### src/rtl/sha_pkg.sv
`timescale 1ns / 1ps
`default_nettype none
// ----------------------------------------------------------------------------
// SHA-256 package
// Shared types, constants and round functions of the SHA-256 stream hasher.
// ----------------------------------------------------------------------------
package sha_pkg;

    localparam int unsigned FIFO_DEPTH = 4;

    typedef struct packed {
        logic [7:0] data_byte;
        logic       has_byte;
        logic       end_of_message;
    } sha_item_t;

    localparam logic [31:0] INIT_HASH [8] = '{
        32'h6A09E667, 32'hBB67AE85, 32'h3C6EF372, 32'hA54FF53A,
        32'h510E527F, 32'h9B05688C, 32'h1F83D9AB, 32'h5BE0CD19};

    localparam logic [7:0] PAD_BYTE = 8'h80;
    localparam logic [5:0] LEN_POS = 6'd56;

    function automatic logic [31:0] round_k(input logic [5:0] idx);
        logic [31:0] k;
        case (idx)
            6'd0: k = 32'h428A2F98;  6'd1: k = 32'h71374491;
            6'd2: k = 32'hB5C0FBCF;  6'd3: k = 32'hE9B5DBA5;
            6'd4: k = 32'h3956C25B;  6'd5: k = 32'h59F111F1;
            6'd6: k = 32'h923F82A4;  6'd7: k = 32'hAB1C5ED5;
            6'd8: k = 32'hD807AA98;  6'd9: k = 32'h12835B01;
            6'd10: k = 32'h243185BE; 6'd11: k = 32'h550C7DC3;
            6'd12: k = 32'h72BE5D74; 6'd13: k = 32'h80DEB1FE;
            6'd14: k = 32'h9BDC06A7; 6'd15: k = 32'hC19BF174;
            6'd16: k = 32'hE49B69C1; 6'd17: k = 32'hEFBE4786;
            6'd18: k = 32'h0FC19DC6; 6'd19: k = 32'h240CA1CC;
            6'd20: k = 32'h2DE92C6F; 6'd21: k = 32'h4A7484AA;
            6'd22: k = 32'h5CB0A9DC; 6'd23: k = 32'h76F988DA;
            6'd24: k = 32'h983E5152; 6'd25: k = 32'hA831C66D;
            6'd26: k = 32'hB00327C8; 6'd27: k = 32'hBF597FC7;
            6'd28: k = 32'hC6E00BF3; 6'd29: k = 32'hD5A79147;
            6'd30: k = 32'h06CA6351; 6'd31: k = 32'h14292967;
            6'd32: k = 32'h27B70A85; 6'd33: k = 32'h2E1B2138;
            6'd34: k = 32'h4D2C6DFC; 6'd35: k = 32'h53380D13;
            6'd36: k = 32'h650A7354; 6'd37: k = 32'h766A0ABB;
            6'd38: k = 32'h81C2C92E; 6'd39: k = 32'h92722C85;
            6'd40: k = 32'hA2BFE8A1; 6'd41: k = 32'hA81A664B;
            6'd42: k = 32'hC24B8B70; 6'd43: k = 32'hC76C51A3;
            6'd44: k = 32'hD192E819; 6'd45: k = 32'hD6990624;
            6'd46: k = 32'hF40E3585; 6'd47: k = 32'h106AA070;
            6'd48: k = 32'h19A4C116; 6'd49: k = 32'h1E376C08;
            6'd50: k = 32'h2748774C; 6'd51: k = 32'h34B0BCB5;
            6'd52: k = 32'h391C0CB3; 6'd53: k = 32'h4ED8AA4A;
            6'd54: k = 32'h5B9CCA4F; 6'd55: k = 32'h682E6FF3;
            6'd56: k = 32'h748F82EE; 6'd57: k = 32'h78A5636F;
            6'd58: k = 32'h84C87814; 6'd59: k = 32'h8CC70208;
            6'd60: k = 32'h90BEFFFA; 6'd61: k = 32'hA4506CEB;
            6'd62: k = 32'hBEF9A3F7; 6'd63: k = 32'hC67178F2;
            default: k = 32'h0;
        endcase
        return k;
    endfunction

    function automatic logic [31:0] ror32(input logic [31:0] x, input int unsigned n);
        return (x >> n) | (x << (32 - n));
    endfunction

endpackage
`default_nettype wire

### src/rtl/sha_fifo.sv
`timescale 1ns / 1ps
`default_nettype none
// ----------------------------------------------------------------------------
// SHA-256 item queue
// Short queue that decouples accepting items from processing them.
// ----------------------------------------------------------------------------
module sha_fifo
    import sha_pkg::*;
#(
    parameter int unsigned DEPTH = FIFO_DEPTH
)
(
    input  wire logic      clk,
    input  wire logic      rst_n,
    input  wire logic      push,
    input  sha_item_t      push_item,
    output logic           full,
    input  wire logic      pop,
    output sha_item_t      pop_item,
    output logic           empty
);
    localparam int unsigned AW = (DEPTH > 1) ? $clog2(DEPTH) : 1;

    sha_item_t        mem_reg [DEPTH];
    logic [AW-1:0]    wr_ptr_reg;
    logic [AW-1:0]    rd_ptr_reg;
    logic [AW:0]      count_reg;

    function automatic logic [AW-1:0] inc_ptr(input logic [AW-1:0] p);
        return (p == AW'(DEPTH - 1)) ? '0 : p + 1'b1;
    endfunction

    assign full     = (count_reg == (AW+1)'(DEPTH));
    assign empty    = (count_reg == '0);
    assign pop_item = mem_reg[rd_ptr_reg];

    always_ff @(posedge clk)
    begin
        if (push)
        begin
            mem_reg[wr_ptr_reg] <= push_item;
        end
    end

    always_ff @(posedge clk or negedge rst_n)
    begin
        if (!rst_n)
        begin
            wr_ptr_reg <= '0;
            rd_ptr_reg <= '0;
            count_reg  <= '0;
        end
        else
        begin
            if (push)
            begin
                wr_ptr_reg <= inc_ptr(wr_ptr_reg);
            end
            if (pop)
            begin
                rd_ptr_reg <= inc_ptr(rd_ptr_reg);
            end
            count_reg <= count_reg + (AW+1)'(push) - (AW+1)'(pop);
        end
    end

endmodule
`default_nettype wire

### src/rtl/sha_core.sv
`timescale 1ns / 1ps
`default_nettype none
// ----------------------------------------------------------------------------
// SHA-256 back end
// Gathers bytes, pads messages, runs one compression round per cycle and
// emits the digest words through an output register.
// ----------------------------------------------------------------------------
module sha_core
    import sha_pkg::*;
(
    input  wire logic        clk,
    input  wire logic        rst_n,
    input  wire logic        item_valid,
    input  sha_item_t        item,
    output logic             item_pop,
    output logic             valid,
    input  wire logic        stall,
    output logic [31:0]      digest_word,
    output logic [2:0]       word_index,
    output logic             final_word
);
    typedef enum logic [2:0] {
        ST_TAKE,
        ST_PAD,
        ST_LOAD,
        ST_ROUND,
        ST_ADD,
        ST_EMIT
    } state_t;

    // The pad byte landed too late for the length, which goes in the next block.
    localparam logic [3:0] PAD_WAIT = 4'd15;

    state_t       state_reg;
    logic [31:0]  buf_reg [16];
    logic [5:0]   fill_reg;
    logic [60:0]  total_reg;
    logic [31:0]  hash_reg [8];
    logic [31:0]  var_reg [8];
    logic [31:0]  win_reg [16];
    logic [5:0]   round_reg;
    logic         finishing_reg;
    logic [3:0]   pad_cnt_reg;
    logic [2:0]   emit_idx_reg;
    logic         valid_reg;
    logic [31:0]  word_reg;
    logic [2:0]   index_reg;
    logic         final_reg;
    logic [5:0]   load_idx_reg;

    logic [7:0]   pad_byte;
    logic [63:0]  bit_len;
    logic [31:0]  w_cur;
    logic [31:0]  w_new;
    logic [31:0]  t1;
    logic [31:0]  t2;
    logic         out_free;

    assign out_free    = !valid_reg || !stall;
    assign valid       = valid_reg;
    assign digest_word = word_reg;
    assign word_index  = index_reg;
    assign final_word  = final_reg;
    assign item_pop    = (state_reg == ST_TAKE) && item_valid;
    assign bit_len     = {total_reg, 3'b000};

    always_comb
    begin
        if (pad_cnt_reg == 4'd0)
        begin
            pad_byte = PAD_BYTE;
        end
        else if (fill_reg >= LEN_POS && pad_cnt_reg != PAD_WAIT)
        begin
            pad_byte = bit_len[8*(7 - (fill_reg - LEN_POS)) +: 8];
        end
        else
        begin
            pad_byte = 8'h00;
        end
    end

    always_comb
    begin
        logic [31:0] w2;
        logic [31:0] w15;
        w2    = win_reg[14];
        w15   = win_reg[1];
        w_new = (ror32(w2, 17) ^ ror32(w2, 19) ^ (w2 >> 10)) + win_reg[9]
              + (ror32(w15, 7) ^ ror32(w15, 18) ^ (w15 >> 3)) + win_reg[0];
        w_cur = (round_reg < 6'd16) ? win_reg[round_reg[3:0]] : w_new;
        t1 = var_reg[7] + (ror32(var_reg[4], 6) ^ ror32(var_reg[4], 11)
             ^ ror32(var_reg[4], 25)) + ((var_reg[4] & var_reg[5])
             ^ (~var_reg[4] & var_reg[6])) + round_k(round_reg) + w_cur;
        t2 = (ror32(var_reg[0], 2) ^ ror32(var_reg[0], 13) ^ ror32(var_reg[0], 22))
             + ((var_reg[0] & var_reg[1]) ^ (var_reg[0] & var_reg[2])
             ^ (var_reg[1] & var_reg[2]));
    end

    always_ff @(posedge clk)
    begin
        if (state_reg == ST_TAKE && item_valid && item.has_byte)
        begin
            buf_reg[fill_reg[5:2]][{~fill_reg[1:0], 3'b000} +: 8] <= item.data_byte;
        end
        else if (state_reg == ST_PAD)
        begin
            buf_reg[fill_reg[5:2]][{~fill_reg[1:0], 3'b000} +: 8] <= pad_byte;
        end
        if (state_reg == ST_LOAD)
        begin
            win_reg[load_idx_reg[3:0]] <= buf_reg[load_idx_reg[3:0]];
            for (int j = 0; j < 8; j++)
            begin
                var_reg[j] <= hash_reg[j];
            end
        end
        else if (state_reg == ST_ROUND)
        begin
            if (round_reg >= 6'd16)
            begin
                for (int j = 0; j < 15; j++)
                begin
                    win_reg[j] <= win_reg[j+1];
                end
                win_reg[15] <= w_new;
            end
            var_reg[7] <= var_reg[6];
            var_reg[6] <= var_reg[5];
            var_reg[5] <= var_reg[4];
            var_reg[4] <= var_reg[3] + t1;
            var_reg[3] <= var_reg[2];
            var_reg[2] <= var_reg[1];
            var_reg[1] <= var_reg[0];
            var_reg[0] <= t1 + t2;
        end
        if (state_reg == ST_EMIT && out_free)
        begin
            word_reg  <= hash_reg[emit_idx_reg];
            index_reg <= emit_idx_reg;
            final_reg <= (emit_idx_reg == 3'd7);
        end
    end

    always_ff @(posedge clk or negedge rst_n)
    begin
        if (!rst_n)
        begin
            state_reg     <= ST_TAKE;
            fill_reg      <= '0;
            total_reg     <= '0;
            round_reg     <= '0;
            finishing_reg <= 1'b0;
            pad_cnt_reg   <= '0;
            emit_idx_reg  <= '0;
            valid_reg     <= 1'b0;
            load_idx_reg  <= '0;
            for (int j = 0; j < 8; j++)
            begin
                hash_reg[j] <= INIT_HASH[j];
            end
        end
        else
        begin
            if (valid_reg && !stall && state_reg != ST_EMIT)
            begin
                valid_reg <= 1'b0;
            end
            case (state_reg)
                ST_TAKE:
                begin
                    if (item_valid)
                    begin
                        finishing_reg <= item.end_of_message;
                        pad_cnt_reg   <= '0;
                        if (item.has_byte)
                        begin
                            fill_reg  <= fill_reg + 6'd1;
                            total_reg <= total_reg + 61'd1;
                            if (fill_reg == 6'd63)
                            begin
                                state_reg    <= ST_LOAD;
                                load_idx_reg <= '0;
                            end
                            else if (item.end_of_message)
                            begin
                                state_reg <= ST_PAD;
                            end
                        end
                        else if (item.end_of_message)
                        begin
                            state_reg <= ST_PAD;
                        end
                    end
                end
                ST_PAD:
                begin
                    fill_reg <= fill_reg + 6'd1;
                    if (pad_cnt_reg == 4'd0)
                    begin
                        pad_cnt_reg <= (fill_reg >= LEN_POS) ? PAD_WAIT : 4'd1;
                    end
                    else if (fill_reg >= LEN_POS && pad_cnt_reg != PAD_WAIT)
                    begin
                        pad_cnt_reg <= pad_cnt_reg + 4'd1;
                    end
                    if (fill_reg == 6'd63)
                    begin
                        state_reg    <= ST_LOAD;
                        load_idx_reg <= '0;
                    end
                end
                ST_LOAD:
                begin
                    load_idx_reg <= load_idx_reg + 6'd1;
                    if (load_idx_reg == 6'd15)
                    begin
                        state_reg <= ST_ROUND;
                        round_reg <= '0;
                    end
                end
                ST_ROUND:
                begin
                    round_reg <= round_reg + 6'd1;
                    if (round_reg == 6'd63)
                    begin
                        state_reg <= ST_ADD;
                    end
                end
                ST_ADD:
                begin
                    for (int j = 0; j < 8; j++)
                    begin
                        hash_reg[j] <= hash_reg[j] + var_reg[j];
                    end
                    if (!finishing_reg)
                    begin
                        state_reg <= ST_TAKE;
                    end
                    else if (pad_cnt_reg == 4'd9)
                    begin
                        state_reg    <= ST_EMIT;
                        emit_idx_reg <= '0;
                    end
                    else
                    begin
                        state_reg <= ST_PAD;
                        if (pad_cnt_reg == PAD_WAIT)
                        begin
                            pad_cnt_reg <= 4'd1;
                        end
                    end
                end
                ST_EMIT:
                begin
                    if (out_free)
                    begin
                        valid_reg    <= 1'b1;
                        emit_idx_reg <= emit_idx_reg + 3'd1;
                        if (emit_idx_reg == 3'd7)
                        begin
                            state_reg <= ST_TAKE;
                            fill_reg  <= '0;
                            total_reg <= '0;
                            for (int j = 0; j < 8; j++)
                            begin
                                hash_reg[j] <= INIT_HASH[j];
                            end
                        end
                    end
                end
                default:
                begin
                    state_reg <= ST_TAKE;
                end
            endcase
        end
    end

endmodule
`default_nettype wire

### src/rtl/sha256_stream_hasher.sv
`timescale 1ns / 1ps
`default_nettype none
// ----------------------------------------------------------------------------
// SHA-256 stream hasher
// Hashes a byte stream and emits each digest as eight 32-bit words.
// ----------------------------------------------------------------------------
// A byte that neither fills a block nor ends a message is just buffered.
// A full block is loaded, compressed round by round, then added into the hash.
// Ending a message pads bytewise, emits 8 words, one a cycle unless stalled.
// A four-entry input queue accepts while the back end is busy, until full.
// Reset loads the initial hash values and clears the counts.
module sha256_stream_hasher
    import sha_pkg::*;
#(
    parameter int unsigned QUEUE_DEPTH = FIFO_DEPTH
)
(
    input  wire logic        clk,
    input  wire logic        rst_n,
    input  wire logic        in_valid,
    output logic             in_stall,
    input  wire logic [7:0]  data_byte,
    input  wire logic        has_byte,
    input  wire logic        end_of_message,
    output logic             out_valid,
    input  wire logic        out_stall,
    output logic [31:0]      digest_word,
    output logic [2:0]       word_index,
    output logic             final_word
);
    sha_item_t in_item;
    sha_item_t q_item;
    logic      q_full;
    logic      q_empty;
    logic      q_pop;
    logic      push;

    assign in_item  = '{data_byte: data_byte, has_byte: has_byte,
                        end_of_message: end_of_message};
    assign in_stall = q_full;
    assign push     = in_valid && !q_full;

    sha_fifo #(.DEPTH(QUEUE_DEPTH)) u_fifo (
        .clk       (clk),
        .rst_n     (rst_n),
        .push      (push),
        .push_item (in_item),
        .full      (q_full),
        .pop       (q_pop),
        .pop_item  (q_item),
        .empty     (q_empty)
    );

    sha_core u_core (
        .clk         (clk),
        .rst_n       (rst_n),
        .item_valid  (!q_empty),
        .item        (q_item),
        .item_pop    (q_pop),
        .valid       (out_valid),
        .stall       (out_stall),
        .digest_word (digest_word),
        .word_index  (word_index),
        .final_word  (final_word)
    );

    a_final_idx: assert property (@(posedge clk) disable iff (!rst_n)
        out_valid |-> (final_word == (word_index == 3'd7)))
        else $error("final_word disagrees with word_index");

    a_idx_step: assert property (@(posedge clk) disable iff (!rst_n)
        (out_valid && !out_stall && !final_word) ##1 out_valid
        |-> word_index == $past(word_index) + 3'd1)
        else $error("digest words out of order");

    a_no_pop_empty: assert property (@(posedge clk) disable iff (!rst_n)
        q_pop |-> !q_empty)
        else $error("queue popped while empty");

endmodule
`default_nettype wire
### config.mk
export PLATFORM = sky130hd
export DESIGN_NAME = sha256_stream_hasher
export DESIGN_NICKNAME = d
export VERILOG_FILES = /design/src/rtl/sha_pkg.sv /design/src/rtl/sha_fifo.sv /design/src/rtl/sha_core.sv /design/src/rtl/sha256_stream_hasher.sv
export SDC_FILE = /design/constraint.sdc
export NUM_CORES = 2
export LEC_CHECK = 0
export BUFFER_PORTS_ARGS = -buffer_cell sky130_fd_sc_hd__buf_4
export CAP_MARGIN = 30
export CORE_ASPECT_RATIO = 0.75
export CORE_MARGIN = 2
export CORE_UTILIZATION = 33
export DETAILED_ROUTE_END_ITERATION = 8
export SLEW_MARGIN = 20
export SYNTH_ARGS = -nofsm -noshare
export SYNTH_HDL_FRONTEND = slang
export SYNTH_HIERARCHICAL = 1
export SYNTH_SLANG_ARGS = --single-unit
### constraint.sdc
create_clock -name clk -period 19.85 [get_ports clk]
set_input_delay 3.97 -clock clk [delete_from_list [all_inputs] [get_ports clk]]
set_output_delay 3.97 -clock clk [all_outputs]
set_load 0.01 [all_outputs]
* Word level (Yosys, flattened, before mapping) *
Memory sizes are Yosys's and may differ from the RTL's.
Index checks and enable logic that the tools add are counted.
Widths: inputs -> output; s select.

cells by class
  add/subtract/negate cells = 31
  multiply operators = 0
  divide/modulo/power cells = 0
  $lt $le $gt $ge = 4
  eq/ne operators = 28
  shift operators = 4
  muxes and demuxes = 113
  bitwise operators = 70
  reduce and logical (&&, ||, !) cells = 31

operators with widths
  kind                   count
  $add 32x32->32         18
  $mux 256               2
  $pmux 256 s2           1
  $mux 32                14
  $xor 32x32->32         9
  $mux 61                4
  $and 32x32->32         5
  $pmux 61 s2            1
  $bmux 32 s3            1
  $shiftx 64x33->8       1
  $shiftx 8x7->32        2
  $add 61x1->61 const B  1
  $mux 1                 50
  $mux 6                 8
  $mux 3                 14
  $or 1x1->1             40
  $pmux 6 s3             2
  $mux 4                 8
  $not 32->32            1
  $or 10x32->32          1
  $or 13x32->32          1
  $or 14x32->32          1
  $or 15x32->32          1
  $or 19x32->32          1
  54 further kinds       94

storage, ports and cells
  register bits = 390
  latch bits = 0
  RAM bits = 1320
  memory bits (read-only) = 2048
  bits of input ports = 14
  word-level logic and storage cells = 309
  memories kept = 5

memory list
  memory           words  width  rd ports  clocked after memory_dff  wr ports  RTL line        text
  (no name shown)  64     32     1         0                         0         sha_pkg.sv:26   case (idx)
  u_core.buf_reg   16     32     1         0                         1         sha_core.sv:35  logic [31:0] buf_reg [16];
  u_core.win_reg   16     32     17        0                         16        sha_core.sv:40  logic [31:0] win_reg [16];
  u_core.var_reg   8      32     8         0                         8         sha_core.sv:39  logic [31:0] var_reg [8];
  u_fifo.mem_reg   4      10     1         0                         1         sha_fifo.sv:24  sha_item_t mem_reg [DEPTH];

* Logic depth before layout (Yosys ltp) *
An unclocked memory read counts as a cell.

  depth in word-level cells = 11
  depth in mapped cells = 46

* Hierarchy *
The synthesis kept the hierarchy.

by module, submodules not included
  module                times used  cells an instance  area an instance (um2)  sequential area each (um2)
  sha_core              1           8579               99839.5                 48371.4
  sha_fifo              1           88                 1859.3                  1376.3
  sha256_stream_hasher  1           2                  17.5                    0.0

* Least setup slack after synthesis *
Ideal clock, no wire load.

  kind = reg-to-reg
  from = register u_core.state_reg[2]
  to = memory u_core.win_reg[14][0] (enable)
  library setup time = 0.466 ns
  arrival time = 15.113 ns
  required time = 19.384 ns
  setup slack = 4.271 ns
  stages on the path, launching flop included = 6
  cell sequence = dfrtp_1 -> nor2b_1 -> and2_0 -> clkbuf_1 -> nand2_1 -> o21ai_0

RTL lines
  element                 RTL line         text
  from (decl)             sha_core.sv:34   state_t state_reg;
  from (signal assigned)  sha_core.sv:149  state_reg <= ST_TAKE;
  from (signal assigned)  sha_core.sv:182  state_reg <= ST_LOAD;
  from (signal assigned)  sha_core.sv:187  state_reg <= ST_PAD;
  to (decl)               sha_core.sv:40

==> impl_metrics.toml <==
[timing]
fmax_mhz = 83.64
finalSetupViolations = 0
tightest_slew_ns = 1.102
worst_slew_margin_rel = 0.2465
slew_violations = 0
fin_crit_sh = 0.6023
period_needed_ns = 11.96
tns_ns = 0
hold_viol_final = 0
clock_skew_ns = 0.1016
rsz0062_at_grt = "false"

[yosys]
muxShareOfSynthArea = 0.1024
synth_adder_area_share = 0.09223
ys_types = 99
synth_warnings = 6
netlist_area_um2 = 101700
synth_top_family_by_area = "compound AO/OA/AOI/OAI gates"
ys.flop_type = "edfxtp_1"
synth_compound_area_frac = 0.1365
synth_top_area_frac = 0.4003
ys_seq_elements = 1710
avgSynthCellArea_um2 = 11.73
synth.net_count = 9310
ys_top_cells_by_area = "edfxtp_1, mux4_2, dfrtp_1, ha_1, a21o_1"
synth-edff-count = 1356
synthArstFlopShare = 0.2070
synth_xor_area_frac = 0.05320
synthSimpleGateAreaFrac = 0.09126
synthCells = 8669
synth-seq-area-share = 0.4891
synth_top_area_cell = "edfxtp_1"

[setup_path]
critPathLaunchType = "flip-flop"
critical_path_cell_count = 43
worst-path-buf-inv = 6
r2r_start = "u_core/win_reg[14][20]$_DFFE_PP_"
regToRegSetupSlack_ns = 7.89
end_kind = "flip-flop"
reg2regPathDepth = 43
crit_end = "u_core/var_reg[0][31]$_DFFE_PP_"
path_max_fanout = 6
critPathTopFamily = "compound AO/OA/AOI/OAI gates"
cpPeakStageDelay_ns = 0.68
crit_start = "u_core/win_reg[14][20]$_DFFE_PP_"
crit_top_cell = "fa_1"
worst_ep_arrival_time_ns = 12.54
crit_required_ns = 20.44
critPathKind = "flip-flop to flip-flop"
cpMaxStageDelayCell = "o41ai_1"
r2r-end = "u_core/var_reg[0][31]$_DFFE_PP_"

[cts]
cts_max_path_buffers = 4
ctsHoldBuffers = 0
root_buffer = "clkbuf_16"
cts-buffers-inserted = 197
cts_setup_buffers = 0
clkSlewWorstSetupHoldPaths_ns = 0.06
cts_tree = "done"
clock_sinks = 1710
cts_max_level = 4
cts_resized = 0
clk_latency_ns = 0.91

[layout]
nFillCells = 29490
fin_nets = 9223
area_growth_pct = 11.56
drive_gt1_frac = 0.1388

[die]
pin_count = 52
dieHeight_um = 484.8
rows = 176
die_width_um = 645.1
die_area_um2 = 312700
initial_core_util = 0.3318
core_region_area_um2 = 306500

[route]
routed_wl_um = 326300
vias = 71460
antenna_left = 0
firstDrtPassIters = 6
drc = 0
vias_per_cell = 5.569
drtIter0Drc = 8422
wl_per_cell_um = 25.42

[grt]
antenna_found_initial = 11
grt_overflow = 0
grt_pass1_vias = 68310
grt_max_degree = 137
grt_pass1_wl_um = 478200
grtUsageTotal = 0.2034

[placed_design]
dp_hpwl_um = 231700
finalWeightedCongestion = 0.9518
io_buffer_count = 51

[run_status]
outcome = "finished clean"

[min_path]
hp-class = "flip-flop to flip-flop"
hold_start = "u_core/win_reg[13][15]$_DFFE_PP_"

[job]
drv_cap = 0
[worst register-to-register path, delay by kind of cell (launching register included)]
kind	cells	cell delay [ns]
flops	1	0.51
fa+ha+maj	10	4.22
xor+xnor	6	1.20
buf+inv	6	0.36
compound gates	18	5.03
simple gates	3	0.31
[logic make-up (layout without fill, tap and decap cells)]
| kind of cell | Yosys count | in the layout |
|---|---|---|
| other cells | 0 | 2 |
| simple gates | 2120 | 2120 |
| buf+inv | 954 | 1022 |
| flops | 1710 | 1710 |
| xor+xnor | 617 | 617 |
| fa+ha+maj | 632 | 632 |
| compound gates | 2123 | 2123 |
| mux | 513 | 513 |
[cell usage in the layout (no fill, tap or decap), types with 206 or more instances in the layout]
cell,Yosys,routed
a21o_1,676,676
a21oi_1,459,457
dfrtp_1,218,206
edfxtp_1,1356,1356
ha_1,429,429
inv_1,446,444
mux4_2,413,413
nand2_1,1060,1057
nor2_1,476,462
o21ai_0,438,419
xnor2_1,369,369
xor2_1,247,247
[metal layers]
metal  global-route usage  part of all wire
met1               0.3194              0.48
met2               0.2854              0.41
met3              0.04117             0.090
met4              0.04208             0.019
met5                    0           0.00013
[final cells by class]
type | instances | area (µm²) | share of cell area
repair buffers | 222 | 1908 | 0.01682
inverters | 446 | 1675 | 0.01476
clock inverters | 85 | 878.3 | 0.007741
diodes | 2 | 5.005 | 0.00004411
well taps | 4094 | 5122 | 0.04514
flip-flops and latches | 1710 | 49780 | 0.4387
clock buffers | 269 | 5414 | 0.04771
multi-input cells | 6005 | 48690 | 0.4291
[synthesized netlist by cell type, types with 10 or more instances]
cell       count
o21a_1        65
a21oi_1      459
mux2i_1       35
dfstp_2      136
fa_1         198
a22o_1        21
or3_1         53
a2111oi_0     12
nand2b_1      69
nand3_1       90
a21o_1       676
and3_1        43
xor2_1       247
nor3_1       106
o21ai_0      438
a211o_1       18
clkbuf_1     444
o21ai_1       33
a31oi_1       48
or2_2         17
a211oi_1      50
nand2_1     1060
ha_1         429
o311ai_0      11
and4_1        10
and2_1        58
nor4_1        11
o211ai_1      30
nor2b_1       46
mux2_2        63
a21boi_0      13
o31ai_1       25
o22ai_1       13
nand4_1       36
nor2_1       476
o22a_1        15
o21bai_1      70
buf_1         57
xnor2_1      369
o41ai_1       10
nand3b_1      10
mux4_2       413
edfxtp_1    1356
dfrtp_1      218
inv_1        446
[stage by stage]
stage	setup slack, ns	utilization	hold slack (ns)	instances	instance area [µm²]
global route	7.451	0.3702	0.4917	12830	113500
floorplan	4.271	-	0.4513	8669	101700
detailed placement	8.054	0.3486	0.5135	12460	106900
global placement	7.943	0.3481	0.5084	12450	106700
finish	7.895	0.3702	0.4803	12830	113500
CTS	8.025	0.3691	0.4758	12810	113200
[how the worst min path moves through the flow]
stage                                       end  slack [ns]  cells after the start
6_report       u_core/win_reg[12][15]$_DFFE_PP_        0.48                      1
5_1_grt         u_core/win_reg[6][26]$_DFFE_PP_        0.49                      1
4_1_cts        u_core/win_reg[12][15]$_DFFE_PP_        0.48                      1
3_5_place_dp   u_core/hash_reg[203]$_DFFE_PN1P_        0.51                      2
3_3_place_gp    u_core/hash_reg[24]$_DFFE_PN1P_        0.51                      2
2_1_floorplan    u_core/word_index[2]$_DFFE_PP_        0.45                      0
Power is not shown: default switching activity piles up to over one toggle a cycle in this logic, so the estimate is an artifact.
